**config.mk**
```make
export PLATFORM = sky130hd
export DESIGN_NAME = temperature_log_statistics_top
export DESIGN_NICKNAME = d
export VERILOG_FILES = /design/src/hdl/tls_pkg.sv /design/src/hdl/tls_ram.sv /design/src/hdl/tls_ctrl.sv /design/src/hdl/tls_dp.sv /design/src/hdl/temperature_log_statistics_top.sv
export VERILOG_INCLUDE_DIRS = /design/src /design/src/hdl
export SDC_FILE = /design/constraint.sdc
export NUM_CORES = 1
export LEC_CHECK = 0
export ABC_AREA = 1
export BUFFER_PORTS_ARGS = -buffer_cell sky130_fd_sc_hd__buf_2
export CORE_ASPECT_RATIO = 1.25
export CORE_MARGIN = 10
export CORE_UTILIZATION = 30
export DETAILED_ROUTE_END_ITERATION = 6
export GPL_TIMING_DRIVEN = 0
export PLACE_DENSITY = 0.48
export SETUP_SLACK_MARGIN = 0.02
export SYNTH_ARGS = -nofsm -noshare
export SYNTH_HDL_FRONTEND = slang
export SYNTH_HIERARCHICAL = 1
export SYNTH_SLANG_ARGS = --single-unit
```
**constraint.sdc**
```tcl
create_clock -name clk -period 4.7 [get_ports clk]
set_input_delay 0 -clock clk [delete_from_list [all_inputs] [get_ports clk]]
set_output_delay 0 -clock clk [all_outputs]
set_load 0.03 [all_outputs]
```
**src/hdl/temperature_log_statistics_top_defines.svh**
```systemverilog
// Assertion helpers shared by the temperature log blocks.
`ifndef TEMPERATURE_LOG_STATISTICS_TOP_DEFINES_SVH
`define TEMPERATURE_LOG_STATISTICS_TOP_DEFINES_SVH

// Check that the consequent holds in the same cycle as the trigger.
`define TLS_ASSERT_IMP(label, clk, rst, trig, conseq, msg) \
  label: assert property (@(posedge clk) disable iff (rst) (trig) |-> (conseq)) \
    else $error(msg);

// Check that the consequent holds in the cycle after the trigger.
`define TLS_ASSERT_NEXT(label, clk, rst, trig, conseq, msg) \
  label: assert property (@(posedge clk) disable iff (rst) (trig) |=> (conseq)) \
    else $error(msg);

`endif

```
**src/hdl/tls_pkg.sv**
```systemverilog
package tls_pkg;

  localparam int WORD_W            = 32;
  localparam int TEMP_W            = 26;
  localparam int VALUE_W           = 33;
  localparam int KIND_W            = 4;
  localparam int LOG_DEPTH_DEFAULT = 10;

  // Word codes
  localparam logic [WORD_W-1:0] TEMP_MAX = 32'h03FF_FFFF;
  localparam logic [WORD_W-1:0] CMD_AVG  = 32'h0800_0000;
  localparam logic [WORD_W-1:0] CMD_MIN  = 32'h0C00_0000;
  localparam logic [WORD_W-1:0] CMD_MAX  = 32'h1000_0000;
  localparam logic [WORD_W-1:0] CMD_LOG  = 32'h1400_0000;
  localparam logic [WORD_W-1:0] CMD_EXIT = 32'h1800_0000;

  // Twice the hundredths scale, for rounding half away from zero
  localparam logic [7:0] AVG_SCALE = 8'd200;

  typedef enum logic [KIND_W-1:0] {
    KIND_RECEIVED = 4'd0,
    KIND_FULL     = 4'd1,
    KIND_AVERAGE  = 4'd2,
    KIND_MINIMUM  = 4'd3,
    KIND_MAXIMUM  = 4'd4,
    KIND_COUNT    = 4'd5,
    KIND_ENTRY    = 4'd6,
    KIND_EXITING  = 4'd7,
    KIND_ERROR    = 4'd8
  } kind_t;

  typedef enum logic [2:0] {
    WC_TEMP  = 3'd0,
    WC_AVG   = 3'd1,
    WC_MIN   = 3'd2,
    WC_MAX   = 3'd3,
    WC_LOG   = 3'd4,
    WC_EXIT  = 3'd5,
    WC_ERROR = 3'd6
  } word_class_t;

  typedef enum logic [2:0] {
    ST_IDLE     = 3'd0,
    ST_DIV      = 3'd1,
    ST_LIST_RD  = 3'd2,
    ST_LIST_OUT = 3'd3,
    ST_HALT     = 3'd4
  } state_t;

  // Commands from the controller to the datapath
  typedef struct packed {
    logic  emit;
    kind_t kind;
    logic  last;
    logic  store;
    logic  div_load;
    logic  div_step;
    logic  list_clear;
    logic  list_read;
    logic  list_advance;
  } cmd_t;

  // Status from the datapath to the controller
  typedef struct packed {
    word_class_t word_class;
    logic        full;
    logic        empty;
    logic        div_done;
    logic        list_last;
  } status_t;

endpackage

```
**src/hdl/tls_ram.sv**
```systemverilog
module tls_ram #(
  parameter int WIDTH  = 8,
  parameter int DEPTH  = 16,
  parameter int ADDR_W = (DEPTH > 1) ? $clog2(DEPTH) : 1
) (
  input  logic              clk,
  input  logic              we,
  input  logic [ADDR_W-1:0] waddr,
  input  logic [WIDTH-1:0]  wdata,
  input  logic              re,
  input  logic [ADDR_W-1:0] raddr,
  output logic [WIDTH-1:0]  rdata
);

  logic [WIDTH-1:0] mem [DEPTH];

  // Write port
  always_ff @(posedge clk) begin
    if (we) begin
      mem[waddr] <= wdata;
    end
  end

  // Registered read port
  always_ff @(posedge clk) begin
    if (re) begin
      rdata <= mem[raddr];
    end
  end

endmodule

```
**src/hdl/tls_ctrl.sv**
```systemverilog
`include "temperature_log_statistics_top_defines.svh"

module tls_ctrl (
  input  logic              clk,
  input  logic              rst,
  input  logic              start,
  input  tls_pkg::status_t  status,
  output tls_pkg::cmd_t     cmd,
  output logic              busy
);

  import tls_pkg::*;

  state_t state;
  state_t state_next;

  // State register
  always_ff @(posedge clk) begin
    if (rst) begin
      state <= ST_IDLE;
    end else begin
      state <= state_next;
    end
  end

  // Next state and commands
  always_comb begin
    state_next = state;
    cmd        = '0;
    cmd.kind   = KIND_RECEIVED;
    case (state)
      ST_IDLE: begin
        if (start) begin
          case (status.word_class)
            WC_TEMP: begin
              cmd.emit = 1'b1;
              cmd.last = 1'b1;
              if (status.full) begin
                cmd.kind = KIND_FULL;
              end else begin
                cmd.kind  = KIND_RECEIVED;
                cmd.store = 1'b1;
              end
            end
            WC_AVG: begin
              if (status.empty) begin
                cmd.emit = 1'b1;
                cmd.kind = KIND_AVERAGE;
                cmd.last = 1'b1;
              end else begin
                cmd.div_load = 1'b1;
                state_next   = ST_DIV;
              end
            end
            WC_MIN: begin
              cmd.emit = 1'b1;
              cmd.kind = KIND_MINIMUM;
              cmd.last = 1'b1;
            end
            WC_MAX: begin
              cmd.emit = 1'b1;
              cmd.kind = KIND_MAXIMUM;
              cmd.last = 1'b1;
            end
            WC_LOG: begin
              cmd.emit = 1'b1;
              cmd.kind = KIND_COUNT;
              cmd.last = status.empty;
              if (!status.empty) begin
                cmd.list_clear = 1'b1;
                state_next     = ST_LIST_RD;
              end
            end
            WC_EXIT: begin
              cmd.emit   = 1'b1;
              cmd.kind   = KIND_EXITING;
              cmd.last   = 1'b1;
              state_next = ST_HALT;
            end
            default: begin
              cmd.emit = 1'b1;
              cmd.kind = KIND_ERROR;
              cmd.last = 1'b1;
            end
          endcase
        end
      end
      ST_DIV: begin
        if (status.div_done) begin
          cmd.emit   = 1'b1;
          cmd.kind   = KIND_AVERAGE;
          cmd.last   = 1'b1;
          state_next = ST_IDLE;
        end else begin
          cmd.div_step = 1'b1;
        end
      end
      ST_LIST_RD: begin
        cmd.list_read = 1'b1;
        state_next    = ST_LIST_OUT;
      end
      ST_LIST_OUT: begin
        cmd.emit         = 1'b1;
        cmd.kind         = KIND_ENTRY;
        cmd.last         = status.list_last;
        cmd.list_advance = 1'b1;
        state_next       = status.list_last ? ST_IDLE : ST_LIST_RD;
      end
      ST_HALT: begin
        // Drop every transaction until reset
        state_next = ST_HALT;
      end
      default: begin
        state_next = ST_IDLE;
      end
    endcase
  end

  assign busy = !((state == ST_IDLE) || (state == ST_HALT));

  `TLS_ASSERT_NEXT(a_last_ends_item, clk, rst, cmd.emit && cmd.last,
    (state == ST_IDLE) || (state == ST_HALT), "final result did not end the item")
  `TLS_ASSERT_NEXT(a_halt_sticks, clk, rst, state == ST_HALT, state == ST_HALT,
    "controller left the halted state")
  `TLS_ASSERT_IMP(a_halt_silent, clk, rst, state == ST_HALT, !cmd.emit,
    "result emitted while halted")

endmodule

```
**src/hdl/tls_dp.sv**
```systemverilog
`include "temperature_log_statistics_top_defines.svh"

module tls_dp #(
  parameter int LOG_DEPTH = tls_pkg::LOG_DEPTH_DEFAULT
) (
  input  logic                         clk,
  input  logic                         rst,
  input  logic [tls_pkg::WORD_W-1:0]   word,
  input  tls_pkg::cmd_t                cmd,
  output tls_pkg::status_t             status,
  output logic                         valid,
  output logic [tls_pkg::KIND_W-1:0]   kind,
  output logic [tls_pkg::VALUE_W-1:0]  value,
  output logic                         available,
  output logic                         last
);

  import tls_pkg::*;

  localparam int CNT_W  = $clog2(LOG_DEPTH + 1);
  localparam int IDX_W  = (LOG_DEPTH > 1) ? $clog2(LOG_DEPTH) : 1;
  localparam int SUM_W  = TEMP_W + CNT_W;
  localparam int NUM_W  = SUM_W + 8;
  localparam int DEN_W  = CNT_W + 1;
  localparam int STEP_W = $clog2(NUM_W + 1);

  logic [CNT_W-1:0]  entry_count;
  logic [SUM_W-1:0]  running_sum;
  logic [TEMP_W-1:0] lowest_seen;
  logic [TEMP_W-1:0] highest_seen;
  logic [TEMP_W-1:0] temp;
  logic [TEMP_W-1:0] log_rdata;
  logic [CNT_W-1:0]  list_idx;

  logic [NUM_W-1:0]  div_quo;
  logic [DEN_W-1:0]  div_rem;
  logic [STEP_W-1:0] div_cnt;
  logic [NUM_W-1:0]  scaled;
  logic [DEN_W-1:0]  den;
  logic [DEN_W:0]    trial;
  logic              trial_ge;

  kind_t              out_kind;
  logic [VALUE_W-1:0] value_next;
  logic               avail_next;

  assign temp = word[TEMP_W-1:0];

  // Classify the incoming word and report the datapath status
  always_comb begin
    status.full      = (entry_count == CNT_W'(LOG_DEPTH));
    status.empty     = (entry_count == '0);
    status.div_done  = (div_cnt == '0);
    status.list_last = ((list_idx + CNT_W'(1)) == entry_count);
    if (word <= TEMP_MAX) begin
      status.word_class = WC_TEMP;
    end else begin
      case (word)
        CMD_AVG:  status.word_class = WC_AVG;
        CMD_MIN:  status.word_class = WC_MIN;
        CMD_MAX:  status.word_class = WC_MAX;
        CMD_LOG:  status.word_class = WC_LOG;
        CMD_EXIT: status.word_class = WC_EXIT;
        default:  status.word_class = WC_ERROR;
      endcase
    end
  end

  // Log store
  tls_ram #(
    .WIDTH  (TEMP_W),
    .DEPTH  (LOG_DEPTH),
    .ADDR_W (IDX_W)
  ) u_log_ram (
    .clk   (clk),
    .we    (cmd.store),
    .waddr (entry_count[IDX_W-1:0]),
    .wdata (temp),
    .re    (cmd.list_read),
    .raddr (list_idx[IDX_W-1:0]),
    .rdata (log_rdata)
  );

  // Update count, sum, minimum and maximum on a stored temperature
  always_ff @(posedge clk) begin
    if (rst) begin
      entry_count  <= '0;
      running_sum  <= '0;
      lowest_seen  <= '0;
      highest_seen <= '0;
    end else if (cmd.store) begin
      entry_count <= entry_count + CNT_W'(1);
      running_sum <= running_sum + SUM_W'(temp);
      if (status.empty) begin
        lowest_seen  <= temp;
        highest_seen <= temp;
      end else begin
        if (temp < lowest_seen) begin
          lowest_seen <= temp;
        end
        if (temp > highest_seen) begin
          highest_seen <= temp;
        end
      end
    end
  end

  // Advance the listing index
  always_ff @(posedge clk) begin
    if (cmd.list_clear) begin
      list_idx <= '0;
    end else if (cmd.list_advance) begin
      list_idx <= list_idx + CNT_W'(1);
    end
  end

  // Restoring divider: (200*sum + count) / (2*count), one quotient bit a cycle
  assign scaled   = NUM_W'(running_sum) * NUM_W'(AVG_SCALE) + NUM_W'(entry_count);
  assign den      = {entry_count, 1'b0};
  assign trial    = {div_rem, div_quo[NUM_W-1]};
  assign trial_ge = (trial >= {1'b0, den});

  always_ff @(posedge clk) begin
    if (rst) begin
      div_cnt <= '0;
    end else if (cmd.div_load) begin
      div_cnt <= STEP_W'(NUM_W);
    end else if (cmd.div_step) begin
      div_cnt <= div_cnt - STEP_W'(1);
    end
  end

  always_ff @(posedge clk) begin
    if (cmd.div_load) begin
      div_quo <= scaled;
      div_rem <= '0;
    end else if (cmd.div_step) begin
      div_quo <= {div_quo[NUM_W-2:0], trial_ge};
      div_rem <= trial_ge ? DEN_W'(trial - {1'b0, den}) : DEN_W'(trial);
    end
  end

  // Select the result value
  always_comb begin
    value_next = '0;
    avail_next = 1'b1;
    case (cmd.kind)
      KIND_RECEIVED: value_next = VALUE_W'(temp);
      KIND_AVERAGE: begin
        avail_next = !status.empty;
        value_next = status.empty ? '0 : div_quo[VALUE_W-1:0];
      end
      KIND_MINIMUM: begin
        avail_next = !status.empty;
        value_next = status.empty ? '0 : VALUE_W'(lowest_seen);
      end
      KIND_MAXIMUM: begin
        avail_next = !status.empty;
        value_next = status.empty ? '0 : VALUE_W'(highest_seen);
      end
      KIND_COUNT:   value_next = VALUE_W'(entry_count);
      KIND_ENTRY:   value_next = VALUE_W'(log_rdata);
      default:      value_next = '0;
    endcase
  end

  // Hold each result for one cycle in the output register
  always_ff @(posedge clk) begin
    if (rst) begin
      valid <= 1'b0;
    end else begin
      valid <= cmd.emit;
    end
  end

  always_ff @(posedge clk) begin
    if (cmd.emit) begin
      out_kind  <= cmd.kind;
      value     <= value_next;
      available <= avail_next;
      last      <= cmd.last;
    end
  end

  assign kind = out_kind;

  `TLS_ASSERT_IMP(a_store_has_room, clk, rst, cmd.store, !status.full,
    "temperature stored into a full log")
  `TLS_ASSERT_IMP(a_min_le_max, clk, rst, !status.empty, lowest_seen <= highest_seen,
    "minimum above maximum")
  `TLS_ASSERT_IMP(a_na_is_zero, clk, rst, valid && !available, value == '0,
    "unavailable result carries a value")
  `TLS_ASSERT_IMP(a_div_step_live, clk, rst, cmd.div_step, div_cnt != '0,
    "divider stepped past its last bit")

endmodule

```
**src/hdl/temperature_log_statistics_top.sv**
```systemverilog
// Temperature log with running statistics, driven by 32-bit command words.
// A word is taken when start is high and busy is low; results come out one
// per cycle-wide valid pulse on kind/value/available/last and cannot be held
// off, so the receiver must take every pulse. last marks the final result of
// a word. A temperature, minimum, maximum, exit, error or empty-log command
// keeps busy low. An average runs through the bit-serial divider, one
// quotient bit a cycle. A log listing gives the count and then each entry,
// every entry going through a read state and an output state for the
// registered read of the log memory. After the exit word the block accepts
// and silently drops every word until reset.
module temperature_log_statistics_top #(
  parameter int LOG_DEPTH = tls_pkg::LOG_DEPTH_DEFAULT
) (
  input  logic                         clk,
  input  logic                         rst,
  input  logic                         start,
  input  logic [tls_pkg::WORD_W-1:0]   word,
  output logic                         busy,
  output logic                         valid,
  output logic [tls_pkg::KIND_W-1:0]   kind,
  output logic [tls_pkg::VALUE_W-1:0]  value,
  output logic                         available,
  output logic                         last
);

  import tls_pkg::*;

  cmd_t    cmd;
  status_t status;

  // Sequence each transaction
  tls_ctrl u_ctrl (
    .clk    (clk),
    .rst    (rst),
    .start  (start),
    .status (status),
    .cmd    (cmd),
    .busy   (busy)
  );

  // Log storage, statistics, divider and result register
  tls_dp #(
    .LOG_DEPTH (LOG_DEPTH)
  ) u_dp (
    .clk       (clk),
    .rst       (rst),
    .word      (word),
    .cmd       (cmd),
    .status    (status),
    .valid     (valid),
    .kind      (kind),
    .value     (value),
    .available (available),
    .last      (last)
  );

endmodule

```
==> results.ini <==
[status]
outcome=finished clean

[power_and_ir_drop]
seqPwrFrac=0.476
powerDensity_nw_per_um2=288.9
leakage_uw=0.01417
swShare=0.2280
finalPower_uw=9414
p_clk_frac=0.473
p_comb_frac=0.052
p_switching_uw=2146
vdd_drop_max_v=0.0003083
p_int_uw=7268

[grt]
use_met3=0.01852
grt_pass1_wl_mm=145.0
met2_usage=0.3341
grt_max_degree=41
met1_usage=0.2142
antenna_found_initial=3
grt_pass1_vias=23250
busiest_layer=met2
grt.total_usage=0.1812
overflow=0

[placement]
gp_congestion=0.8987
place_ws_ns=-0.7816
hpwl_mm=71.95
numPortBuffers=75

[worst_setup_path]
r2r_cells=15
arrival_ns=4.82
cp.required_ns=4.97
crit_type=flop to flop
rrSetupSlack_ns=0.15
r2r_start=u_dp/entry_count[0]
end_kind=flop
setup.worst_path.start_class=flop
r2r-end=u_dp/value[17]
cp_max_fo=12

[synthesis]
netlist_area_um2=28050
yosys.cell_types.count=56
yosysSeqAreaShare=0.4635
avgSynthCellArea_um2=8.236
synth_area_leader_cell=edfxtp_1
synthesis.nets=3652
synthArstFlopShare=0
synth_edf_count=363
synth_common_cells=nand2_1 (820), inv_1 (596), edfxtp_1 (363)
synth-seq-cells=468
yosysMostFrequentCell=nand2_1
ys_warn_count=6
netlist_instances=3406
yosysTopAreaCellShare=0.3886
synthFlopType=edfxtp_1
synth.area.top_cells=edfxtp_1 (39%), nand2_1 (11%), ha_1 (8.2%)

[timing]
hold_slack_ns=0.01634
setup_ws_ns=0.1522
fmax_mhz=219.9
rsz0062_at_grt=no
fin_tns_setup_ns=0
slew_headroom=0.3777
final-setup-viol-count=0
drv_slew=0
skew_ns=0.02659
worstMarginPinSlew_ns=0.9335
period_share=0.9676
period_minus_slack_ns=4.548
final_hold_viol_count=0

[floorplan]
core-area_um2=92900
pin_count=76
rows=125
initial_utilization=0.3019
dieArea_um2=106200
die_w_um=293.5
die_y_um=361.9

[final_layout]
final_util=0.3507
fillers=9870
multi_input_area_um2=12300
seq_area_um2=13000
drive_above_1_share=0.09128
nNetsFinal=3839
area.growth.synth_to_final_pct=16.16

[worst_hold_path]
min_from=word[14]
holdPathEnd=u_dp/highest_seen[14]
hold_depth=5
hold_path.class=primary input to flop

[route]
dr.pass1.iters=5
vias_per_cell=4.820
routedWlPerCell_um=20.23
vias=23353
ant_nets=0
dr.first_iter.drc_count=1562
wirelength_mm=98.02
drc_errors=0

[clock_tree]
cts_tree=yes
clk_path_buf_depth=3
path_clk_slew_ns=0.06
numCtsBuffers=53
post-cts-setup-buffers=0
cts_root_buf=clkbuf_16
cts_sinks=468
htreeDepth=2
clk_latency_ns=0.62

[flow_run]
cap_violations=0

## per-stage QoR
| stage | area [µm²] | std cells |
|---|---|---|
| 4_1_cts | 32560 | 4843 |
| 2_1_floorplan | 28050 | 3406 |
| 3_3_place_gp | 29940 | 4687 |
| 6_report | 32580 | 4845 |
| 3_5_place_dp | 30250 | 4699 |
| 5_1_grt | 32580 | 4843 |
## cell usage in the layout, fill, tap and decap left out, types with 45 or more instances in the layout
master	count
buf_2	100
edfxtp_1	363
dlygate4sd3_1	45
nor2_1	264
o21ai_0	153
dfxtp_1	104
ha_1	184
nand2_1	820
clkbuf_16	54
inv_1	595
a21oi_1	180
clkbuf_1	57
nand3_1	288
## flip-flops by register name, indices dropped and copies added (netlist names)
signal	count
u_dp/lowest_seen	26
u_dp/kind	4
u_dp/list_idx	4
u_dp/last	1
u_dp/running_sum	30
u_ctrl/state	3
u_dp/value	33
u_dp/u_log_ram/rdata	26
u_dp/highest_seen	26
u_dp/valid	1
u_dp/u_log_ram/mem	260
u_dp/div_rem	5
u_dp/div_cnt	6
u_dp/div_quo	38
u_dp/entry_count	4
u_dp/available	1
## worst max path at each step
| stage | from | end | slack (ns) | cells after the start |
|---|---|---|---|---|
| floorplan | u_dp/entry_count[1] | u_dp/available | 0.82 | 9 |
| global placement | word[15] | u_dp/u_log_ram/mem[4][5] | -2.09 | 13 |
| detailed placement | word[15] | u_dp/value[17] | -0.78 | 17 |
| CTS | word[21] | u_dp/value[2] | 0.02 | 18 |
| global route | u_dp/entry_count[0] | u_dp/value[2] | 0.03 | 15 |
| finish | u_dp/entry_count[0] | u_dp/value[17] | 0.15 | 15 |
## final cells by class
cell class,instances,share of cell area
clock inverter,30,0.01237
sequential,468,0.3991
timing repair buffer,132,0.03191
inverter,624,0.07208
buffer,102,0.01617
tap,1206,0.04631
multi-input combinational,2212,0.3775
antenna,2,0.0001536
clock buffer,69,0.04443
## critical path, cell delays in order (launching register included)
cell	delay, ns
dfxtp_1	0.48
inv_1	0.18
ha_1	0.16
nand3_1	0.47
inv_4	0.41
clkbuf_2	0.34
inv_1	0.10
nand2_1	0.13
a21oi_1	0.08
o21ai_1	0.34
nor2_1	0.17
nand2_1	0.35
clkbuf_2	0.35
o22ai_1	0.14
a21oi_1	0.23
o221ai_1	0.27
## timing repair
action                                  CTS  global route
resized for setup                         6            15
hold endpoints to repair                289             0
hold buffers                             45             0
endpoints found under the setup margin   26            26
## cell families after synthesis
logic type,count (synthesis),share of synthesized area
AO/OA/AOI/OAI,434,0.08644
XOR/XNOR,41,0.01280
adder cells (fa/ha/maj),211,0.1013
buffers and inverters,726,0.1021
flip-flops,468,0.4635
AND/OR/NAND/NOR,1526,0.2338
## power groups by stage
stage / Combinational (µW) / Sequential, µW / Clock (µW)
after floorplan: 187 / 4600 / 0
after global placement: 435 / 4570 / 0
after detailed placement: 439 / 4570 / 0
after CTS: 489 / 4480 / 4530
after global routing: 526 / 4480 / 4680
final: 486 / 4480 / 4450
## routing by layer
| layer | routed length [µm] | vias up |
|---|---|---|
| li1 | - | 11492 |
| met1 | 40400 | 11159 |
| met2 | 49930 | 553 |
| met3 | 4150 | 149 |
| met4 | 3541 | 0 |
| met5 | 0 | - |
No activity file was read; power rests on OpenSTA's default activity.
